==> src/rtl/dtf_pkg.sv <==
// Shared widths, codes and types of the degenerate triangle filter.
`default_nettype none
package dtf_pkg;

    localparam int INDEX_WIDTH_DEF = 32;
    localparam int COORD_FRAC_DEF  = 24;

    localparam int IDX_W    = 32;
    localparam int COORD_W  = 40;
    localparam int TOL_W    = 39;
    localparam int DIFF_W   = COORD_W + 1;
    localparam int MAG_W    = COORD_W;
    localparam int HALF_W   = MAG_W / 2;
    localparam int PROD_W   = 2 * MAG_W;
    localparam int CR_W     = PROD_W + 1;
    localparam int LIMB_W   = CR_W / 3;
    localparam int SQ_W     = 2 * CR_W;
    localparam int LEN_W    = SQ_W + 2;
    localparam int TOL_LO_W = (TOL_W + 1) / 2;
    localparam int TOL_HI_W = TOL_W - TOL_LO_W;
    localparam int ASQ_W    = 2 * TOL_W;

    localparam logic [TOL_W-1:0] POS_TOL_RST  = TOL_W'(17);
    localparam logic [TOL_W-1:0] AREA_TOL_RST = TOL_W'(1678);

    localparam int CFG_IDX_W = 1;
    localparam logic [CFG_IDX_W-1:0] CFG_POS_TOL  = 1'b0;
    localparam logic [CFG_IDX_W-1:0] CFG_AREA_TOL = 1'b1;

    typedef logic [IDX_W-1:0]              idx_t;
    typedef logic signed [COORD_W-1:0]     coord_t;
    typedef logic [2:0][COORD_W-1:0]       vec3_t;
    typedef logic [2:0][DIFF_W-1:0]        diff3_t;
    typedef logic [2:0][MAG_W-1:0]         mag3_t;
    typedef logic [2:0][CR_W-1:0]          cr3_t;

    // control that travels beside the datapath
    typedef struct packed {
        logic valid;
        logic keep;
        idx_t a;
        idx_t b;
        idx_t c;
    } tag_t;

    // edge vector in sign/magnitude form
    typedef struct packed {
        logic [2:0] sgn;
        mag3_t      mag;
    } evec_t;

endpackage
`default_nettype wire

==> src/rtl/dtf_thresh.sv <==
// Area threshold: (2*area_tol)^2 scaled to the squared cross product's format.
`default_nettype none
module dtf_thresh #(
    parameter int COORD_FRAC_BITS = dtf_pkg::COORD_FRAC_DEF
) (
    input  wire logic                       clk,
    input  wire logic [dtf_pkg::TOL_W-1:0]  area_tol,
    output logic [dtf_pkg::LEN_W-1:0]       thr
);

    localparam int LOW   = dtf_pkg::TOL_LO_W;
    localparam int HIW   = dtf_pkg::TOL_HI_W;
    localparam int TW    = dtf_pkg::TOL_W;
    localparam int AW    = dtf_pkg::ASQ_W;
    localparam int LNW   = dtf_pkg::LEN_W;
    localparam int SHIFT = 2 * COORD_FRAC_BITS + 2;

    logic [HIW-1:0]       th, th_l;
    logic [LOW-1:0]       tl;
    logic [2*HIW-1:0]     hh_reg, hh_next;
    logic [HIW+LOW-1:0]   hl_reg, hl_next;
    logic [2*LOW-1:0]     ll_reg, ll_next;
    logic [AW-1:0]        asq;
    logic [LNW-1:0]       thr_reg, thr_next;

    assign th      = area_tol[TW-1:LOW];
    assign th_l    = th;
    assign tl      = area_tol[LOW-1:0];
    assign hh_next = th * th_l;
    assign hl_next = th * tl;
    assign ll_next = tl * tl;

    assign asq      = AW'({hh_reg, ll_reg}) + AW'({hl_reg, {(LOW + 1){1'b0}}});
    assign thr_next = LNW'(asq) << SHIFT;

    always_ff @(posedge clk)
    begin
        hh_reg  <= hh_next;
        hl_reg  <= hl_next;
        ll_reg  <= ll_next;
        thr_reg <= thr_next;
    end

    assign thr = thr_reg;

endmodule
`default_nettype wire
==> config.mk <==
export PLATFORM = sky130hd
export DESIGN_NAME = dtf_thresh
export DESIGN_NICKNAME = d
export VERILOG_FILES = /design/src/rtl/dtf_pkg.sv /design/src/rtl/dtf_thresh.sv
export SDC_FILE = /design/constraint.sdc
export NUM_CORES = 2
export LEC_CHECK = 0
export BUFFER_PORTS_ARGS = -buffer_cell sky130_fd_sc_hd__buf_2
export CAP_MARGIN = 40
export CORE_ASPECT_RATIO = 1.1
export CORE_MARGIN = 2
export CORE_UTILIZATION = 60
export CTS_BUF_LIST = sky130_fd_sc_hd__clkbuf_16
export CTS_CLUSTER_SIZE = 20
export DETAILED_ROUTE_END_ITERATION = 16
export PLACE_DENSITY = 0.82
export SLEW_MARGIN = 40
export SYNTH_ARGS = -nofsm -noshare
export SYNTH_HDL_FRONTEND = slang
export SYNTH_SLANG_ARGS = --single-unit
==> constraint.sdc <==
create_clock -name clk -period 14.85 [get_ports clk]
set_input_delay 2.97 -clock clk [delete_from_list [all_inputs] [get_ports clk]]
set_output_delay 2.97 -clock clk [all_outputs]
set_load 0.02 [all_outputs]
## After elaboration in Yosys (flattened, before gate mapping)

Index checks and enable logic that the tools add are counted.

- Add/subtract/negate cells: 1
- $mul: 3

Operators by type and width:

| kind | count |
|---|---|
| adder 78 x 60 -> 78 bit | 1 |
| multiplier 20 x 20 -> 40 bit | 1 |
| multiplier 19 x 20 -> 39 bit | 1 |
| multiplier 19 x 19 -> 38 bit | 1 |

- Register bits: 195
- Input bits: 40
- Output and inout port bits: 164
- Word-level logic and storage cells: 8

## Logic depth before layout (Yosys ltp)

- Depth in word-level cells: 1
- Depth in mapped cells: 27
- Gate-level depth less buffers: 25

## Worst setup path after synthesis

No wires, ideal clock.

- Kind: input-to-reg
- Start: input area_tol[4] in the netlist's numbering
- End: register ll_reg[37]
- Library setup time: 0.136 ns
- Arrival: 9.152 ns
- Data required time: 14.714 ns
- Path slack: 5.562 ns
- Stages: 25
- Path buffers: 2
- Cell sequence: clkbuf_1 -> clkbuf_1 -> nand2_1 -> fa_1 -> inv_1 -> fa_1 -> inv_1 -> fa_1 -> inv_1 -> fa_1 -> fa_1 -> fa_1 -> inv_1 -> fa_1 -> inv_1 -> ha_1 -> inv_1 -> nor2_1 -> nand3_1 -> or3_1 -> o22a_1 -> nand4b_1 -> a31oi_2 -> o41ai_1 -> xor2_1

- Longest elaborated chain between the ends: 1

Ends and longest elaborated chain:

| what | line | source |
|---|---|---|
| start: declaration | dtf_thresh.sv:7 | `input wire logic [dtf_pkg::TOL_W-1:0] area_tol,` |
| multiplier 20 x 20 -> 40 bit | dtf_thresh.sv:31 | `assign ll_next = tl * tl;` |
| via ll_next[37] | dtf_thresh.sv:22 | `logic [2*LOW-1:0] ll_reg, ll_next;` |
| end signal: assignment | dtf_thresh.sv:40 | `ll_reg <= ll_next;` |
| end: declaration | dtf_thresh.sv:22 |  |

The timed path passes the listed nets, and every way through them passes these cells.

## Worst setup path in the final report

- Start: input area_tol[5] in the netlist's numbering
- End: register ll_reg[37]

Same word-level chain as after synthesis.

==> metrics <==
first-pass GRT wire length=162 mm; mux cell area share after synthesis=0.00106; final hold viol count=0; area leader, netlist=fa_1; die width=255 µm; # resized after CTS=0; H-tree level count=4; hold_buf cts=0; Yosys warnings=0; Max clock buf depth=2; Hold Path Class=flop to flop; Skew-Pair Late Insertion Delay=520 ps; largest family of logic cells by synthesized area=adder cells; Reg clk slew, reported paths=70 ps; IO buf count=116; CP Launch Type=input port; Slew @ Worst Pin=865 ps; vias in the first global route=32511; layer with the highest usage=met2; max reg flops=77; complex-gate fraction of the synthesized area=0.0732; clock root buffer=clkbuf_16; Slew Limit Fails=0; GR Overflow Total=0; status=finished clean; Cells after Synth=4593; top-area cell type share of the netlist area=0.402; Initial Utilization=0.604; Mapped Area=0.0415 mm²; post-route core utilization=0.625; fin crit period=9760 ps; Crit Path Max Fanout=33; # nets final=5879; Max Freq=0.103 GHz; Post-DP HPWL=75.1 mm; area grow syn2layout=3.55%; cts bufs inserted=17; Yosys cell types=86; WP data arrival=10190 ps; WL per Instance=17.7 µm; critical path class=input port to flop; FP Rows=101; final wirelength=97.2 mm; commonest non-fill, non-tap cells in the layout=inv_1 (1134), fa_1 (833), nand2_1 (516); GP Congestion=0.913; RSZ-0062 raised after global routing=false; FF-to-FF setup slack=11350 ps; routed vias=30094; I/O Pins=204; GRT met2 Usage=0.494; Avg Inst Size Synth=9.03 µm²; largest cells by area after synthesis=fa_1 (40%), ha_1 (13%), inv_1 (10%), dfxtp_1 (9.3%), nand2_1 (4.7%); largest net degree at the start of global routing=44; setup TNS=0 ps; final count of negative-setup-slack endpoints=0; Worst Path Required=15290 ps; share of layout cells above drive strength 1=0.0437; Max Cap Viol=0; register area share after synthesis=0.0926; crit path capture type=flop; die height=280 µm; die area=0.0713 mm²; initial antenna violation count=2; Rel. slew slack=0.423; Post-Synth XOR/XNOR Area=0.0390; TritonCTS clock tree=built; met3 usage=0.0522; Post-Synth Simple-Gate Area=0.124; Final period util=0.657; Adder-Cell Fraction of Synth Area=0.535; antenna-violating nets left=0; GR Util All Layers=0.291; # diodes=0; flops & latches, synth=192; core box area=0.0687 mm²; drt initial violations=2105; Worst Skew=22.1 ps; asr flop ratio synth=0; GR Layer Usage met1=0.365; First-pass DRT Iterations=5; Post-CTS Repair Setup Buffers=0; commonest non-fill, non-tap cell in the layout=inv_1; # clock sinks=192; EDFF count, synth=0; Primary FF master, synth=dfxtp_1; residual DRC count=0; Via density=5.47
-- worst paths after layout --
| path | startpoint | end | cells past startpoint |
|---|---|---|---|
| max | area_tol[5] | ll_reg[37] | 22 |
| max reg2reg | hl_reg[0] | thr[127] | 12 |
| min | ll_reg[10] | thr[60] | 0 |
| min reg2reg | ll_reg[10] | thr[60] | 0 |
-- layer usage --
layer | share of wire | wire length, µm | up-vias
li1 | - | - | 13535
met1 | 0.39 | 37800 | 15045
met2 | 0.49 | 47700 | 1230
met3 | 0.078 | 7610 | 282
met4 | 0.042 | 4040 | 2
met5 | 0.00012 | 12 | -
-- cells by family after synthesis --
logic type | Yosys count
mux | 4
xor+xnor | 185
other cells | 1
buf+inv | 1407
simple gates | 1080
fa+ha+maj | 1274
compound gates | 450
flops | 192
-- Yosys cell counts, types with 70 or more instances --
cell type / instances
nand2_1: 516
buf_4: 87
dfxtp_1: 192
xnor2_1: 115
nor2_1: 117
xor2_1: 70
a21o_1: 77
inv_1: 1134
fa_1: 833
ha_1: 440
and2_1: 276
a21oi_1: 150
clkbuf_1: 169
-- worst max-delay path: stages --
cell and delay [ps]:
buf_2 630, inv_1 450, nor2_1 320, fa_1 480
inv_1 100, fa_1 420, fa_1 510, inv_1 50
fa_1 550, fa_1 420, fa_1 520, fa_1 420
ha_1 440, nand3_1 110, nor2_1 140, nand3_1 150
or3_1 370, o22a_1 210, nand4b_1 140, a31oi_2 130
o41ai_1 460, xor2_1 170
-- cell type report --
type | instances | area [µm²]
repair buffers | 136 | 778
well taps | 927 | 1160
clock buffers | 17 | 425
flip-flops and latches | 192 | 3840
clock inverters | 15 | 126
multi-input cells | 3080 | 32400
inverters | 1139 | 4280
fillers | 5582 | 25800
-- through the flow --
stage / setup WS, ps / area, µm² / hold WS [ps] / cells
global route: 4780 / 43000 / 332 / 5506
global placement: 4670 / 42400 / 310 / 5473
CTS: 5120 / 42900 / 328 / 5506
floorplan: 5560 / 41800 / 310 / 4679
detailed placement: 4560 / 42400 / 312 / 5474
finish: 5090 / 43000 / 327 / 5506
Power is not shown: default switching activity piles up to over one toggle a cycle in this logic, so the estimate is an artifact.
