===== config.mk =====
export PLATFORM = sky130hd
export DESIGN_NAME = dtf_front
export DESIGN_NICKNAME = d
export VERILOG_FILES = /design/src/rtl/dtf_pkg.sv /design/src/rtl/dtf_front.sv
export SDC_FILE = /design/constraint.sdc
export NUM_CORES = 2
export LEC_CHECK = 0
export ABC_AREA = 1
export BUFFER_PORTS_ARGS = -buffer_cell sky130_fd_sc_hd__buf_2
export CORE_MARGIN = 1
export CORE_UTILIZATION = 50
export CTS_BUF_LIST = sky130_fd_sc_hd__clkbuf_16
export DETAILED_ROUTE_END_ITERATION = 10
export PLACE_DENSITY = 0.73
export SETUP_SLACK_MARGIN = 0.02
export SLEW_MARGIN = 20
export SYNTH_ARGS = -nofsm -noshare
export SYNTH_HDL_FRONTEND = slang
export SYNTH_SLANG_ARGS = --single-unit

===== constraint.sdc =====
create_clock -name clk -period 3.6 [get_ports clk]
set_input_delay 0.72 -clock clk [delete_from_list [all_inputs] [get_ports clk]]
set_output_delay 0.72 -clock clk [all_outputs]
set_load 0.02 [all_outputs]

===== src/rtl/dtf_pkg.sv =====
// Shared widths, codes and types of the degenerate triangle filter.
`default_nettype none
package dtf_pkg;

    localparam int INDEX_WIDTH_DEF = 32;
    localparam int COORD_FRAC_DEF  = 24;

    localparam int IDX_W    = 32;
    localparam int COORD_W  = 40;
    localparam int TOL_W    = 39;
    localparam int DIFF_W   = COORD_W + 1;
    localparam int MAG_W    = COORD_W;
    localparam int HALF_W   = MAG_W / 2;
    localparam int PROD_W   = 2 * MAG_W;
    localparam int CR_W     = PROD_W + 1;
    localparam int LIMB_W   = CR_W / 3;
    localparam int SQ_W     = 2 * CR_W;
    localparam int LEN_W    = SQ_W + 2;
    localparam int TOL_LO_W = (TOL_W + 1) / 2;
    localparam int TOL_HI_W = TOL_W - TOL_LO_W;
    localparam int ASQ_W    = 2 * TOL_W;

    localparam logic [TOL_W-1:0] POS_TOL_RST  = TOL_W'(17);
    localparam logic [TOL_W-1:0] AREA_TOL_RST = TOL_W'(1678);

    localparam int CFG_IDX_W = 1;
    localparam logic [CFG_IDX_W-1:0] CFG_POS_TOL  = 1'b0;
    localparam logic [CFG_IDX_W-1:0] CFG_AREA_TOL = 1'b1;

    typedef logic [IDX_W-1:0]              idx_t;
    typedef logic signed [COORD_W-1:0]     coord_t;
    typedef logic [2:0][COORD_W-1:0]       vec3_t;
    typedef logic [2:0][DIFF_W-1:0]        diff3_t;
    typedef logic [2:0][MAG_W-1:0]         mag3_t;
    typedef logic [2:0][CR_W-1:0]          cr3_t;

    // control that travels beside the datapath
    typedef struct packed {
        logic valid;
        logic keep;
        idx_t a;
        idx_t b;
        idx_t c;
    } tag_t;

    // edge vector in sign/magnitude form
    typedef struct packed {
        logic [2:0] sgn;
        mag3_t      mag;
    } evec_t;

endpackage
`default_nettype wire


===== src/rtl/dtf_front.sv =====
// Front stages: index check, edge differences, position tolerance test.
`default_nettype none
module dtf_front (
    input  wire logic                          clk,
    input  wire logic                          rst_n,
    input  wire logic                          en,
    input  wire logic [dtf_pkg::TOL_W-1:0]     pos_tol,
    input  wire dtf_pkg::tag_t                 tag_in,
    input  wire dtf_pkg::vec3_t                pa,
    input  wire dtf_pkg::vec3_t                pb,
    input  wire dtf_pkg::vec3_t                pc,
    output dtf_pkg::tag_t                      tag_out,
    output dtf_pkg::evec_t                     e1,
    output dtf_pkg::evec_t                     e2
);

    localparam int CW = dtf_pkg::COORD_W;
    localparam int DW = dtf_pkg::DIFF_W;
    localparam int MW = dtf_pkg::MAG_W;

    function automatic logic [MW-1:0] abs_diff(input logic [DW-1:0] d);
        logic [DW-1:0] n;
        n = -d;
        return d[DW-1] ? n[MW-1:0] : d[MW-1:0];
    endfunction

    function automatic logic all_within(input dtf_pkg::mag3_t m, input logic [MW-1:0] t);
        logic r;
        r = 1'b1;
        for (int k = 0; k < 3; k++) begin
            r = r & (m[k] <= t);
        end
        return r;
    endfunction

    // stage 1
    dtf_pkg::tag_t   tag1_reg, tag1_next;
    dtf_pkg::diff3_t d1_reg, d1_next;   // b - a
    dtf_pkg::diff3_t d2_reg, d2_next;   // c - a
    dtf_pkg::diff3_t d3_reg, d3_next;   // c - b

    always_comb begin
        tag1_next      = tag_in;
        tag1_next.keep = (tag_in.a != tag_in.b) && (tag_in.b != tag_in.c) &&
                         (tag_in.a != tag_in.c);
        for (int k = 0; k < 3; k++) begin
            d1_next[k] = {pb[k][CW-1], pb[k]} - {pa[k][CW-1], pa[k]};
            d2_next[k] = {pc[k][CW-1], pc[k]} - {pa[k][CW-1], pa[k]};
            d3_next[k] = {pc[k][CW-1], pc[k]} - {pb[k][CW-1], pb[k]};
        end
    end

    // stage 2
    dtf_pkg::tag_t   tag2_reg, tag2_next;
    dtf_pkg::evec_t  e1_reg, e1_next;
    dtf_pkg::evec_t  e2_reg, e2_next;
    dtf_pkg::mag3_t  m3;
    logic [MW-1:0]   tol_ext;
    logic            near_any;

    always_comb begin
        tol_ext = MW'(pos_tol);
        for (int k = 0; k < 3; k++) begin
            e1_next.mag[k] = abs_diff(d1_reg[k]);
            e1_next.sgn[k] = d1_reg[k][DW-1];
            e2_next.mag[k] = abs_diff(d2_reg[k]);
            e2_next.sgn[k] = d2_reg[k][DW-1];
            m3[k]          = abs_diff(d3_reg[k]);
        end
        near_any = all_within(e1_next.mag, tol_ext) || all_within(e2_next.mag, tol_ext) ||
                   all_within(m3, tol_ext);
        tag2_next      = tag1_reg;
        tag2_next.keep = tag1_reg.keep & ~near_any;
    end

    always_ff @(posedge clk or negedge rst_n)
    begin
        if (!rst_n)
        begin
            tag1_reg <= '0;
            tag2_reg <= '0;
        end
        else if (en)
        begin
            tag1_reg <= tag1_next;
            tag2_reg <= tag2_next;
        end
    end

    always_ff @(posedge clk)
    begin
        if (en)
        begin
            d1_reg <= d1_next;
            d2_reg <= d2_next;
            d3_reg <= d3_next;
            e1_reg <= e1_next;
            e2_reg <= e2_next;
        end
    end

    assign tag_out = tag2_reg;
    assign e1      = e1_reg;
    assign e2      = e2_reg;

endmodule
`default_nettype wire


# Yosys cells after proc, flatten, opt, wreduce, memory -nomap -nowiden
# Cells that the tools add are included.
[op_classes]
addsub = 18
magnitude_cmp = 9
n_eq_ne = 3
n_mux = 9
bitwise_logic = 8
reduce_logical = 4
[ops]
columns = ["cell", "count"]
rows = [
  ["subtractor 40 x 40 -> 41 bit", 9],
  ["<= comparator 40 x 39 -> 1 bit", 9],
  ["two-way mux 40 bit", 9],
  ["negation 40 bit", 9],
  ["inequality test 32 bit", 3],
  ["bitwise AND 1 bit", 7],
  ["logical AND 1 bit", 2],
  ["logical OR 1 bit", 2],
  ["inverter 1 bit", 1],
]
[word_totals]
ff_bits = 811
input_bits = 500
output_inout_bits = 344
elab_cells = 78

# Depth between registers and ports, before layout
[depth]
word_depth = 9
depth_mapped = 35
ltp_nobuf = 35

# Worst setup path after synthesis
# OpenSTA, ideal clock, no wires.
[synth_timing]
path_type = "register to register"
start = "register d2_reg[0] in the netlist's numbering"
end = "register tag2_reg (netlist bit tag_out[96])"
setup_ns = 0.116
arrival_ns = 3.225
required_ns = 3.484
path_slack_ns = 0.259
stages_incl_launch_ff = 27
n_path_buf = 0
period_less_slack_ns = 3.341
path_cell_list = "edfxtp_1 -> inv_1 -> ha_1 -> inv_1 -> nor3_2 -> nand2_2 -> nor2_4 -> nand3_1 -> nor2_2 -> inv_2 -> nor4_4 -> nand2_2 -> o21ai_2 -> nand3_1 -> xor2_1 -> ha_1 -> nand3_1 -> nor2_1 -> and3_1 -> nor4b_1 -> nand3_1 -> nand2_1 -> nand2_1 -> a21oi_1 -> nor2_1 -> nand2_1 -> nand2_1"
[synth_rtl]
columns = ["item", "line_no", "rtl"]
rows = [
  ["from (decl)", "dtf_front.sv:39", "dtf_pkg::diff3_t d2_reg, d2_next;"],
  ["from (signal assigned)", "dtf_front.sv:95", "d2_reg <= d2_next;"],
  ["to (signal assigned)", "dtf_front.sv:86", "tag2_reg <= tag2_next;"],
  ["to (decl)", "dtf_front.sv:54", "dtf_pkg::tag_t tag2_reg, tag2_next;"],
]

==> impl_results.md <==
* Status: finished, violations left
* Failing checks: negative setup slack
* Synth Register Bits at 811
* Rows at 130
* Worst-Skew Late Latency at 0.74 ns
* Die area at 129200 sq um
* Most frequent cells in the layout: 1512 x nand2_1, 1115 x inv_1, 840 x buf_2
* Max incr delay on CP at 0.41 ns
* Worst path slowest cell: edfxtp_1
* H-tree level count at 3
* Chip width at 359.4 um
* Final hold violations at 0
* Fin crit period at 4.113 ns
* PD cells at 493.5 nW/um^2
* Design Power at 37.82 mW
* Critical path fanouts, max at 2
* Max Clock Skew at 0.04719 ns
* Part of the Yosys area used for sequential elements at 36.60%
* Initial core utilization at 50.60%
* WHS at 0.04473 ns
* Drt initial violations at 7896
* Pin count of the biggest net entering global routing at 159
* Clk root buf: clkbuf_16
* Net Count, Synth at 9006
* Fin. max-slew vios at 0
* Ys flop type: edfxtp_1
* Max rail drop VDD at 0.3362 mV
* Final global-route overflow total at 0
* Synth top area share at 28.92%
* Post-synthesis cell type count at 63
* Leak at 37.54 nW
* Crit Path Class: reg2reg
* Mapped Cells at 7777
* Reg2Reg Launch Point: d1_reg[42]
* Nature of the critical path startpoint: flip-flop
* Routability-driven placement congestion ratio at 1.089
* Antenna viol nets, final at 0
* Hold Path Class: in2async
* Post-synth ARST share at 24.17%
* Fin Setup TNS at -0.5128 ns
* Area of the multi-input gates at 36210 sq um
* Critical path endpoint: tag_out[96]
* Drt drc at 0
* # placed instances at 10640
* Final Cycle Share at 114.2%
* Cts hold-fix bufs at 0
* # clock sinks at 811
* Slew HR at 25.41%
* Ports at 844
* HPWL after DPL at 222500 um
* GRT Total Usage at 39.79%
* Syn Std Cell Area at 63860 sq um
* Depth of the worst register-to-register path at 28
* Vias/cell at 5.769
* Core ar. at 126200 sq um
* Final nets at 10320
* Setup ws final at -0.5128 ns
* EDFF count, synth at 615
* # Max-Cap Violations at 0
* Non-filler cells, final at 10820
* Die Ht at 359.4 um
* Crit. Startpoint: d1_reg[42]
* Clock buffer depth at 3
* Total CTS buffers at 89
* Endpoints failing setup at 1
* Reg clk slew, reported paths at 0.06 ns
* CTS tree: yes
* Layout cells sized above 1 at 17.37%
* Port bufs at 842
* First-pass detailed-route iteration total at 6
* Setup slack, reg-to-reg at -0.51 ns
* Unrepaired setup endpoints after global routing: true
* Post-Route WL at 264800 um
* WL per Instance at 24.47 um
* Vias in the first global route at 59420
* Most common cell after layout, fill and taps aside: nand2_1
* Via count at 62430
* Final core utilization at 60.71%
* Most frequent CP cell: nand2_1
* Syn avg cell area at 8.212 sq um
* Area grow syn2layout at 19.99%
* First-pass GRT wire length at 379500 um
* Max Fclk at 243.1 MHz
* Storage element area at 23370 sq um
* Fill count at 11200
* Worst Tran Pin Value at 1.118 ns
* R2R Path End: tag_out[96]
* Area leader, netlist: edfxtp_1
* Req. time, crit path at 4.28 ns
* CP Capture Type: flip-flop
* Largest cells by area after synthesis: edfxtp_1 29%, ha_1 14%, nand2_1 8.9%
* Number of antenna violations at the first check in global routing at 25
* CP arrival at 4.79 ns
* Yosys warnings at 0
## power breakdown
part | total (mW) | switching [mW] | leakage (nW) | internal (mW)
clock | 9.13 | 4.10 | 1.47 | 5.03
sequential | 13.4 | 1.30 | 8.43 | 12.1
combinational | 15.2 | 9.78 | 27.6 | 5.46
total | 37.8 | 15.2 | 37.5 | 22.6
## through the flow
stage	setup slack, ns	cell area, sq um
floorplan	0.2585	63860
global placement	-0.6132	73480
detailed placement	-0.6207	73480
CTS	-0.3517	76430
global route	-0.7162	76610
finish	-0.5128	76630
## synth_stat cells (all sizes together), types with 2 or more instances
cell type,n
a21oi,690
or2,11
nor4b,3
nor4,50
dfrtp,196
xor2,514
o2111ai,5
o41ai,10
a221oi,12
o31ai,27
a41oi,4
o21bai,10
a211oi,8
and3,6
o21ai,435
a221o,6
o221ai,20
nand3b,10
buf,8
inv,1118
clkinv,3
o211ai,14
nand4,91
o21a,41
o311a,2
a21o,19
a31oi,129
clkbuf,66
xnor2,236
ha,720
nand2,1531
nor3,141
fa,9
edfxtp,615
o31a,18
a21boi,38
o22ai,9
and2,5
nand3,206
nor2,736
## worst min-delay path by stage
stage	end	cells after the start	start
after global routing	tag1_reg[50]	1	rst_n
final	tag1_reg[50]	1	rst_n
after CTS	tag1_reg[76]	1	rst_n
after floorplan	tag1_reg[0]	0	rst_n
after global placement	e1[40]	0	d1_reg[41]
after detailed placement	e1[40]	0	d1_reg[41]
## metal layers
layer	up-vias	track usage (%)	part of all wire, %
met5	-	0	0.038
met4	14	20.15	5.8
met3	639	6.925	9.7
met2	3328	62.68	44
met1	29510	52.55	40
li1	28930	-	-
## timing repair
item / 4_1_cts / 5_1_grt
gates resized for setup: 16 / 32
setup buffers: 1 / 5
pin swaps: 8 / 30
setup endpoints to repair: 1 / 1
## kinds of logic after synthesis
| family | synth area share [%] |
|---|---|
| AOI/OAI and AO/OA | 13.48 |
| and+or+nand+nor | 18.23 |
| buffers and inverters | 7.026 |
| xor gates and xnor gates | 10.29 |
| DFF | 36.60 |
| adders and majority gates | 14.39 |
## cell type report
cell class / count / area share (%)
Antenna cell: 13 / 0.04245
Clock buffer: 90 / 2.939
Clock inverter: 70 / 0.7984
Inverter: 1121 / 5.501
Multi-Input combinational cell: 5771 / 47.25
Sequential cell: 811 / 30.50
Tap cell: 1650 / 2.694
Timing Repair Buffer: 1296 / 10.28
## worst max-delay path: cells and delay by family, from the launching register on
family          cells  cell delay, ns
xor+xnor            1            0.12
flops               1            0.41
fa+ha+maj           2            0.44
compound gates      3            0.56
buf+inv             4            0.42
simple gates       18            2.14
Power figures use the tool's default switching activity.
